### config.mk
export PLATFORM = sky130hd
export DESIGN_NAME = variable_length_insn_predecoder_unit
export DESIGN_NICKNAME = d
export VERILOG_FILES = /design/src/sv/vlip_pkg.sv /design/src/sv/variable_length_insn_predecoder_unit.sv
export SDC_FILE = /design/constraint.sdc
export NUM_CORES = 1
export LEC_CHECK = 0
export ABC_AREA = 0
export BUFFER_PORTS_ARGS = -buffer_cell sky130_fd_sc_hd__buf_2
export CORE_MARGIN = 5
export CORE_UTILIZATION = 51
export DETAILED_ROUTE_END_ITERATION = 7
export GPL_TIMING_DRIVEN = 0
export PLACE_DENSITY = 0.73
export SETUP_SLACK_MARGIN = 0.3
export SYNTH_ARGS = -nofsm -noshare
export SYNTH_HDL_FRONTEND = slang
export SYNTH_SLANG_ARGS = --single-unit
### constraint.sdc
create_clock -name i_clk -period 7.35 [get_ports i_clk]
set_input_delay 1.1025 -clock i_clk [delete_from_list [all_inputs] [get_ports i_clk]]
set_output_delay 1.1025 -clock i_clk [all_outputs]
set_load 0.02 [all_outputs]
### src/sv/vlip_pkg.sv
// ============================================================================
// vlip_pkg
// Shared constants and the first-byte length classifier of the predecoder.
// ============================================================================
package vlip_pkg;

    localparam int unsigned BYTE_W     = 8;
    localparam int unsigned CNT_W      = 3;
    localparam int unsigned WORD_W     = 32;
    localparam int unsigned EXT_W      = 24;
    localparam int unsigned WORD_BYTES = WORD_W / BYTE_W;

    typedef logic [BYTE_W-1:0] t_byte;
    typedef logic [CNT_W-1:0]  t_len;

    // Opcodes that are decoded as single values
    localparam t_byte OP_CB = 8'hcb;
    localparam t_byte OP_CC = 8'hcc;
    localparam t_byte OP_CD = 8'hcd;
    localparam t_byte OP_DC = 8'hdc;
    localparam t_byte OP_DE = 8'hde;
    localparam t_byte OP_DF = 8'hdf;
    localparam t_byte OP_F0 = 8'hf0;
    localparam t_byte OP_F6 = 8'hf6;
    localparam t_byte OP_F8 = 8'hf8;
    localparam t_byte OP_F9 = 8'hf9;
    localparam t_byte OP_FA = 8'hfa;
    localparam t_byte OP_FB = 8'hfb;
    localparam t_byte OP_FC = 8'hfc;
    localparam t_byte OP_FD = 8'hfd;

    // Masks for the pattern groups
    localparam t_byte MASK_HI = 8'hf0;
    localparam t_byte MASK_M3 = 8'hf3;
    localparam t_byte MASK_MC = 8'hfc;

    // Length in bytes from the first byte; anything unmatched is 7 bytes.
    function automatic t_len length_of_first(input t_byte b);
        t_byte hi;
        t_byte m3;
        t_byte mc;
        logic  reg_pair;
        logic  pair_diff;
        logic  is_one;
        logic  is_two;
        logic  is_three;
        hi        = b & MASK_HI;
        m3        = b & MASK_M3;
        mc        = b & MASK_MC;
        reg_pair  = (hi == 8'h80) || (hi == 8'h90) || (hi == 8'ha0) || (hi == 8'hb0);
        pair_diff = (b[3:2] != b[1:0]);
        is_one    = (m3 == 8'h00) || (hi == 8'h10) || (mc == 8'h3c) || (m3 == 8'h41) ||
                    (m3 == 8'h40) || (mc == 8'h50) || (mc == 8'h54) || (hi == 8'h60) ||
                    (hi == 8'h70) || (reg_pair && pair_diff) || (b == OP_CB) ||
                    (mc == 8'hd0) || (mc == 8'hd4) || (mc == 8'hd8) || (hi == 8'he0);
        is_two    = reg_pair || (mc == 8'h20) || (mc == 8'h28) || (m3 == 8'h43) ||
                    (m3 == 8'h42) || (mc == 8'h58) || (mc == 8'h5c) ||
                    ((hi == 8'hc0) && (b != OP_CB) && (b != OP_CC) && (b != OP_CD)) ||
                    ((b >= OP_F0) && (b <= OP_F6));
        is_three  = (b == OP_F8) || (b == OP_CC) || (b == OP_F9) || (m3 == 8'h01) ||
                    (m3 == 8'h02) || (m3 == 8'h03) || (mc == 8'h24) || (mc == 8'h2c) ||
                    (mc == 8'h30) || (mc == 8'h34) || (mc == 8'h38) || (b == OP_DE) ||
                    (b == OP_DF);
        if (is_one) begin
            return 3'd1;
        end else if (is_two) begin
            return 3'd2;
        end else if (is_three) begin
            return 3'd3;
        end else if ((b == OP_FA) || (b == OP_FB)) begin
            return 3'd4;
        end else if ((b == OP_CD) || (b == OP_DC)) begin
            return 3'd5;
        end else if ((b == OP_FD) || (b == OP_FC)) begin
            return 3'd6;
        end
        return 3'd7;
    endfunction

endpackage

### src/sv/variable_length_insn_predecoder_unit.sv
// ============================================================================
// variable_length_insn_predecoder_unit
// Gathers a code byte stream into variable-length instructions (1..7 bytes).
// ============================================================================
// Usage:
//   Input channel (i_in_valid / o_in_stall) carries one code byte per request
//   together with a fetch-fault flag. Output channel (o_out_valid /
//   i_out_stall) carries one request per finished instruction or fault.
//   The first byte of an instruction picks its length from a masked-compare
//   classifier. Bytes one to four go big-endian into o_insn_word, bytes five
//   to seven into o_extension_bits.
//   Throughput: one byte per cycle while o_in_stall is low. The byte that
//   completes an instruction (or a faulted byte) shows its result on the output
//   in the next cycle; all work sits between the gather and output registers.
//   A fault drops the partial instruction and reports length 0, flag 1.
//   Receiver stall: the output register holds its request; a new byte is
//   still taken in the cycle the held request leaves. While a request is
//   held and stalled, o_in_stall is high.
//   Reset (synchronous, i_rst_n low) clears the gather state and the output
//   valid; the first byte after reset starts a new instruction.
// ============================================================================
module variable_length_insn_predecoder_unit (
    input  logic                          i_clk,
    input  logic                          i_rst_n,
    // byte input
    input  logic                          i_in_valid,
    output logic                          o_in_stall,
    input  logic [vlip_pkg::BYTE_W-1:0]   i_code_byte,
    input  logic                          i_fetch_fault,
    // instruction output
    output logic                          o_out_valid,
    input  logic                          i_out_stall,
    output logic [vlip_pkg::WORD_W-1:0]   o_insn_word,
    output logic [vlip_pkg::EXT_W-1:0]    o_extension_bits,
    output logic [vlip_pkg::CNT_W-1:0]    o_insn_length,
    output logic                          o_fault_flag
);
    import vlip_pkg::*;

    // gather state
    t_len              r_cnt, n_cnt;
    t_len              r_len, n_len;
    logic [WORD_W-1:0] r_word, n_word;
    logic [EXT_W-1:0]  r_ext, n_ext;

    // output register
    logic              r_out_valid;
    logic [WORD_W-1:0] r_out_word, n_out_word;
    logic [EXT_W-1:0]  r_out_ext, n_out_ext;
    t_len              r_out_len, n_out_len;
    logic              r_out_fault, n_out_fault;

    logic in_accept;
    logic emit;
    t_len first_len;

    // output slot frees up when it is empty or drains this cycle
    assign o_in_stall = r_out_valid && i_out_stall;
    assign in_accept  = i_in_valid && !o_in_stall;
    assign first_len  = length_of_first(i_code_byte);

    always_comb begin
        t_len cnt_inc;
        t_len len_sel;
        n_cnt       = r_cnt;
        n_len       = r_len;
        n_word      = r_word;
        n_ext       = r_ext;
        n_out_word  = r_out_word;
        n_out_ext   = r_out_ext;
        n_out_len   = r_out_len;
        n_out_fault = r_out_fault;
        emit        = 1'b0;
        cnt_inc     = r_cnt + 3'd1;
        len_sel     = r_len;
        if (in_accept) begin
            if (i_fetch_fault) begin
                // abort: drop partial, report the fault
                emit        = 1'b1;
                n_cnt       = '0;
                n_len       = '0;
                n_word      = '0;
                n_ext       = '0;
                n_out_word  = '0;
                n_out_ext   = '0;
                n_out_len   = '0;
                n_out_fault = 1'b1;
            end else begin
                if (r_cnt == '0) begin
                    len_sel = first_len;
                    n_word  = {{(WORD_W-BYTE_W){1'b0}}, i_code_byte};
                    n_ext   = '0;
                    cnt_inc = 3'd1;
                end else if (r_cnt < t_len'(WORD_BYTES)) begin
                    n_word  = {r_word[WORD_W-BYTE_W-1:0], i_code_byte};
                end else begin
                    n_ext   = {r_ext[EXT_W-BYTE_W-1:0], i_code_byte};
                end
                n_len = len_sel;
                n_cnt = cnt_inc;
                if (cnt_inc >= len_sel) begin
                    emit        = 1'b1;
                    n_out_word  = n_word;
                    n_out_ext   = n_ext;
                    n_out_len   = len_sel;
                    n_out_fault = 1'b0;
                    n_cnt       = '0;
                    n_len       = '0;
                    n_word      = '0;
                    n_ext       = '0;
                end
            end
        end
    end

    always_ff @(posedge i_clk) begin
        if (!i_rst_n) begin
            r_cnt       <= '0;
            r_len       <= '0;
            r_word      <= '0;
            r_ext       <= '0;
            r_out_valid <= 1'b0;
        end else begin
            r_cnt  <= n_cnt;
            r_len  <= n_len;
            r_word <= n_word;
            r_ext  <= n_ext;
            if (emit) begin
                r_out_valid <= 1'b1;
            end else if (!i_out_stall) begin
                r_out_valid <= 1'b0;
            end
        end
    end

    // payload: no reset needed
    always_ff @(posedge i_clk) begin
        r_out_word  <= n_out_word;
        r_out_ext   <= n_out_ext;
        r_out_len   <= n_out_len;
        r_out_fault <= n_out_fault;
    end

    assign o_out_valid      = r_out_valid;
    assign o_insn_word      = r_out_word;
    assign o_extension_bits = r_out_ext;
    assign o_insn_length    = r_out_len;
    assign o_fault_flag     = r_out_fault;

    // a fault always restarts gathering
    a_fault_clears: assert property (@(posedge i_clk) disable iff (!i_rst_n)
        (in_accept && i_fetch_fault) |=> (r_cnt == '0))
        else $error("gather count not cleared after fault");

    // mid-instruction count stays below the chosen length
    a_cnt_below_len: assert property (@(posedge i_clk) disable iff (!i_rst_n)
        (r_cnt != '0) |-> (r_cnt < r_len))
        else $error("gather count reached length without emitting");

    // fault result reports zero length, good result a nonzero one
    a_len_vs_fault: assert property (@(posedge i_clk) disable iff (!i_rst_n)
        o_out_valid |-> (o_fault_flag == (o_insn_length == '0)))
        else $error("length and fault flag disagree");

    // a one-byte opcode at the start yields a result next cycle
    a_one_byte: assert property (@(posedge i_clk) disable iff (!i_rst_n)
        (in_accept && !i_fetch_fault && (r_cnt == '0) && (first_len == 3'd1))
        |=> (o_out_valid && (o_insn_length == 3'd1)))
        else $error("single-byte instruction not emitted");

endmodule

* Word level (Yosys, flattened, before mapping)
Cells that the tools add are included.
** Storage, ports and cells
- Bits in registers :: 123
- Output and inout bits :: 62
** Operators by class
- $add $sub $neg :: 1
- Magnitude comparators :: 4
- Eq/ne operators :: 48
- Mux-type cells :: 40
- Reductions and logical operators :: 52
** Operators by type and width (count)
- 32-bit two-way mux :: 5
- 24-bit two-way mux :: 5
- 8-bit == test, second input constant :: 12
- 3-bit two-way mux :: 18
- 6-bit by 4-bit == test with 1-bit output, second input constant :: 8
- 6-bit by 5-bit == test with 1-bit output, second input constant :: 8
- 1-bit logical OR :: 40
- 4-bit == test, second input constant :: 6
- 8-bit inequality test, second input constant :: 3
- 6-bit == test, second input constant :: 3
- 6-bit by 2-bit == test with 1-bit output, second input constant :: 2
- 1-bit two-way mux :: 12
- 4-bit by 3-bit == test with 1-bit output, second input constant :: 2
- 8-bit >= comparator, second input constant :: 1
- 8-bit <= comparator, second input constant :: 1
- 8-bit zero test :: 1
- 1-bit logical AND :: 7
- 6-bit by 1-bit == test with 1-bit output, second input constant :: 1
- 4-bit by 1-bit == test with 1-bit output, second input constant :: 1
- 3-bit by 1-bit adder with 3-bit output, second input constant :: 1
- 3-bit >= comparator :: 1
- 3-bit zero test :: 1
- 3-bit < comparator, second input constant :: 1
- 2-bit by 1-bit inequality test with 1-bit output, second input constant :: 1
- 4 further kinds :: 4

* Longest topological paths before layout
- Depth after elaboration :: 25
- Depth in mapped cells :: 14

* Worst setup path before layout
No wires, ideal clock.
- Kind :: in2reg
- Start :: input i_code_byte[3] (netlist name)
- End :: register r_out_ext[0] (netlist: o_extension_bits[0]) (enable)
- Setup time :: 0.498 ns
- Data arrival time :: 6.028 ns
- Data required time :: 6.852 ns
- Path slack :: 0.824 ns
- Cell stages on the path :: 12
- Buffers on the path :: 1
- Path through :: buf_2 > a21bo_2 > o211ai_1 > o2111ai_1 > nor3_1 > a21oi_1 > ha_1 > nand2b_1 > a2111oi_0 > a211oi_1 > nand2_1 > a21oi_1
** Between the ends
- Longest elaborated chain between the ends :: 23
- Elaborated cells on any way between the ends :: 92
** RTL lines
- start: declaration :: line variable_length_insn_predecoder_unit.sv:28 : input logic [vlip_pkg::BYTE_W-1:0] i_code_byte,
- 8-bit == test :: line vlip_pkg.sv:60 : is_three = (b == OP_F8) || (b == OP_CC) || (b == OP_F9) || (m3 == 8'h01) ||
- 1-bit logical OR (4 in series) :: line vlip_pkg.sv:60
- 1-bit logical OR (4 in series) :: line vlip_pkg.sv:61 : (m3 == 8'h02) || (m3 == 8'h03) || (mc == 8'h24) || (mc == 8'h2c) ||
- 1-bit logical OR (4 in series) :: line vlip_pkg.sv:62 : (mc == 8'h30) || (mc == 8'h34) || (mc == 8'h38) || (b == OP_DE) ||
- 3-bit two-way mux / 1-bit two-way mux (equally long branches) :: line vlip_pkg.sv:68 : end else if (is_three) begin
- 3-bit two-way mux / 1-bit two-way mux (equally long branches) :: line vlip_pkg.sv:66 : end else if (is_two) begin
- 3-bit two-way mux / 1-bit two-way mux (equally long branches) :: line vlip_pkg.sv:64 : if (is_one) begin
- 3-bit two-way mux * :: line vlip_pkg.sv:77 : return 3'd7;
- 3-bit two-way mux * :: line variable_length_insn_predecoder_unit.sv:89 : if (r_cnt == '0) begin
- 3-bit two-way mux * :: line variable_length_insn_predecoder_unit.sv:77 : if (i_fetch_fault) begin
- 3-bit two-way mux * :: line variable_length_insn_predecoder_unit.sv:76 : if (in_accept) begin
- 3-bit >= comparator * :: line variable_length_insn_predecoder_unit.sv:101 : if (cnt_inc >= len_sel) begin
- 2-bit nonzero test (no source line) *
- 2-bit AND reduction (no source line) *
- end signal: assignment :: line variable_length_insn_predecoder_unit.sv:139 : r_out_ext <= n_out_ext;
- end: declaration :: line variable_length_insn_predecoder_unit.sv:49 : logic [EXT_W-1:0] r_out_ext, n_out_ext;
Every way passes the cells marked *; elsewhere a longest branch is shown, timed or not. The select of a mux whose other input is x is not followed.
A chain may end at the register's enable or synchronous reset.

* Worst setup path in the final report
- Start :: input i_code_byte[2] (netlist name)
- End :: register r_out_word[19] (netlist: o_insn_word[19]) (enable)
** Between the ends
- Longest elaborated chain between the ends :: 23
- Elaborated cells on any way between the ends :: 92
** RTL lines
- 8-bit == test :: line vlip_pkg.sv:60
- 1-bit logical OR (4 in series) :: line vlip_pkg.sv:60
- 1-bit logical OR (4 in series) :: line vlip_pkg.sv:61
- 1-bit logical OR (4 in series) :: line vlip_pkg.sv:62
- 3-bit two-way mux / 1-bit two-way mux (equally long branches) :: line vlip_pkg.sv:68
- 3-bit two-way mux / 1-bit two-way mux (equally long branches) :: line vlip_pkg.sv:66
- 3-bit two-way mux / 1-bit two-way mux (equally long branches) :: line vlip_pkg.sv:64
- 3-bit two-way mux * :: line vlip_pkg.sv:77
- 3-bit two-way mux * :: line variable_length_insn_predecoder_unit.sv:89
- 3-bit two-way mux * :: line variable_length_insn_predecoder_unit.sv:77
- 3-bit two-way mux * :: line variable_length_insn_predecoder_unit.sv:76
- 3-bit >= comparator * :: line variable_length_insn_predecoder_unit.sv:101
- 2-bit nonzero test (no source line) *
- 2-bit AND reduction (no source line) *
- end signal: assignment :: line variable_length_insn_predecoder_unit.sv:138 : r_out_word <= n_out_word;
- end: declaration :: line variable_length_insn_predecoder_unit.sv:48 : logic [WORD_W-1:0] r_out_word, n_out_word;
Marks and branches as above.

==> results_dict.tcl <==
set metrics [dict create \
    globalRouteTotalUtil_pct 20.5 \
    clock_tree_from_tritoncts "yes" \
    clock_insertion_delay_worst_skew_ns 0.52 \
    slew_violations 0 \
    synth-edff-count 60 \
    grt_pass1_vias 4119 \
    critPathMaxStageDelay_ns 0.91 \
    ys_types 45 \
    drt_drc_violations_left 0 \
    fmaxAchievable_mhz 209 \
    syn-instance-count 544 \
    yosys.area.top_type_share_pct 32.3 \
    final_antenna_net_count 0 \
    rows 38 \
    critPathMaxFanout 31 \
    htree_num_levels 4 \
    critical_path_required_ns 7.56 \
    final_core_occ_pct 62.7 \
    synth_most_common_cell "nor2_1" \
    clk_pin_slew_ns 0.06 \
    fin_tns_setup_ns 0 \
    hold_wc_path_type "register to register" \
    grt_start_max_net_pins 32 \
    cts.sinks 123 \
    drive_above_1_share_pct 25.1 \
    worstPathCellList "buf_2, buf_4, xor2_1, o21ai_0, o2111ai_1, nor3_1, a21oi_1, ha_1, nand2b_1, a2111oi_0, a211oi_1, nand2_1, a21oi_4, buf_12" \
    syn_area_mm2 0.00558 \
    grt_overflow 0 \
    postSynth.topFlopCell "dfxtp_1" \
    setup-violations-final 0 \
    clockRootBuffer "clkbuf_8" \
    gp_routability_congestion 0.899 \
    synth_top_cell_by_area "edfxtp_1" \
    cts-hold-fix-buffers 0 \
    timing.max_cap.violations 0 \
    synthesis.nets 561 \
    postCtsResizedCells 0 \
    cts_setup_buffers 0 \
    power_per_cell_area_mw_per_mm2 279 \
    io_buffer_count 72 \
    hold_viol_final 0 \
    syn-mean-instance-area_um2 10.2 \
    die_width_um 115 \
    drt_pre_antenna_iters 5 \
    post_synth_most_frequent_cells "nor2_1, dfxtp_1, edfxtp_1, mux2i_1, nor3_2" \
    skew_ns 0.00760 \
    final_min_period_over_clock_period_pct 65.0 \
    grt_first_pass_wirelength_mm 20.8 \
    wl_mm 12.9 \
    detail_route.iter0.violations 293 \
    number_of_diodes_added_for_antenna_fixing 0 \
    route.vias.total 4244 \
    synth_seq_area_share_pct 54.9 \
    async_flop_share_pct 0 \
    setup.worst_path.class "input port to register" \
    vdd_ir_drop_max_mv 0.183 \
    placeableCoreArea_mm2 0.0108 \
    max-slew-margin-rel_pct 28.9 \
    tritoncts.num_buffers 17 \
    status "complete, no violations" \
    rsz0062_at_grt "false" \
    worst_pin_slew_ns 1.06 \
    timing.critical_path.to_type "register" \
    p_leak_nw 2.51 \
    netlist_top_cells_area "edfxtp_1, dfxtp_1, nor2_1" \
    synth_warnings 0 \
    cp_slowest_cell "a21oi_4" \
    setup.worst_path.start_class "input port" \
    initial_utilization_pct 51.7 \
    wl_per_cell_um 16.3 \
    areaGrowthSynthToFinish_pct 21.5 \
    cts_buffer_depth 2 \
    worst_ep_arrival_time_ns 4.99 \
    fin_nets 653 \
    die_area_mm2 0.0131 \
    timing.final.crit_period_ns 4.78 \
    yosys_register_bits 123 \
    die_y_um 115 \
    design.portCount 75 \
    post-dp-hpwl_mm 8.98 \
    vias_per_cell 5.38 \
    initial_antenna_violation_count 0 \
]
==> per-stage QoR <==
step / cells / worst slack (ns) / power [mW] / hold slack (ns) / cell area (µm²)
3_5_place_dp: 757 / 2.14 / 1.04 / 0.446 / 6140
4_1_cts: 789 / 2.66 / 1.90 / 0.458 / 6770
2_1_floorplan: 544 / 0.824 / 0.973 / 0.426 / 5580
6_report: 789 / 2.57 / 1.89 / 0.458 / 6770
5_1_grt: 789 / 2.29 / 1.96 / 0.480 / 6770
3_3_place_gp: 756 / -0.797 / 1.03 / 0.436 / 6110
==> critical path, delay by kind of cell <==
kind	cells	cell delay (ns)
adders and majority gates	1	0.30
AOI/OAI and AO/OA	6	2.06
buffers and inverters	3	0.62
and+or+nand+nor	3	0.72
xor gates and xnor gates	1	0.17
==> placed cells by master (no fill, tap or decap), drive strengths merged, types with 4 or more instances in the layout <==
master and n:
a32o 4, ha 4, and2 5, nand2 17
clkinvlp 5, nor3 60, edfxtp 60, nor3b 4
inv 6, clkinv 4, buf 91, clkbuf 40
nand2b 4, o21ai 5, mux2i 57, nor2 179
xor2 4, a21oi 5, dfxtp 63
==> logic make-up after synthesis <==
family          count (synthesis)  synth area share, %
buf+inv                        44                 3.88
xor+xnor                        4                0.628
compound gates                 30                 3.97
simple gates                  282                 25.4
fa+ha+maj                       4                0.898
flops                         123                 54.9
mux                            57                 10.2
==> cell type report <==
type                       count  area [µm²]
tap                          140         175
fill                         872        4020
buffer                        38         194
timing repair buffer          73         380
inverter                       6        22.5
sequential                   123        3060
multi-input combinational    377        2310
clock buffer                  20         467
clock inverter                12         163
==> where the power goes <==
part           total [mW]  internal [mW]  switching, mW
Clock               0.860          0.556          0.304
Sequential          0.797          0.773         0.0244
Combinational       0.233         0.0776          0.155
==> flip-flops by register name, indices dropped and copies added (netlist names) <==
register and cells:
o_extension_bits 24, o_fault_flag 1, o_insn_length 3, o_insn_word 32, r_word 32, o_out_valid 1
r_ext 24, r_cnt 3, r_len 3
==> final timing paths <==
kind | from | end | cells past startpoint | slack [ns]
hold reg to reg | r_len[1] | r_len[1] | 2 | 0.46
setup reg to reg | r_cnt[0] | o_insn_word[19] | 13 | 3.02
setup / recovery | i_code_byte[2] | o_insn_word[19] | 14 | 2.57
hold / removal | r_len[1] | r_len[1] | 2 | 0.46
==> routing by layer <==
| layer | part of all wire (%) | vias up | GRT usage [%] |
|---|---|---|---|
| met3 | 6.7 | 18 | 4.76 |
| met2 | 49 | 144 | 32.7 |
| met1 | 43 | 2027 | 26.9 |
| li1 | - | 2055 | - |
| met4 | 1.7 | 0 | 8.23 |
| met5 | 0 | - | 0 |
Note: power is estimated with default switching activity, not from simulation.
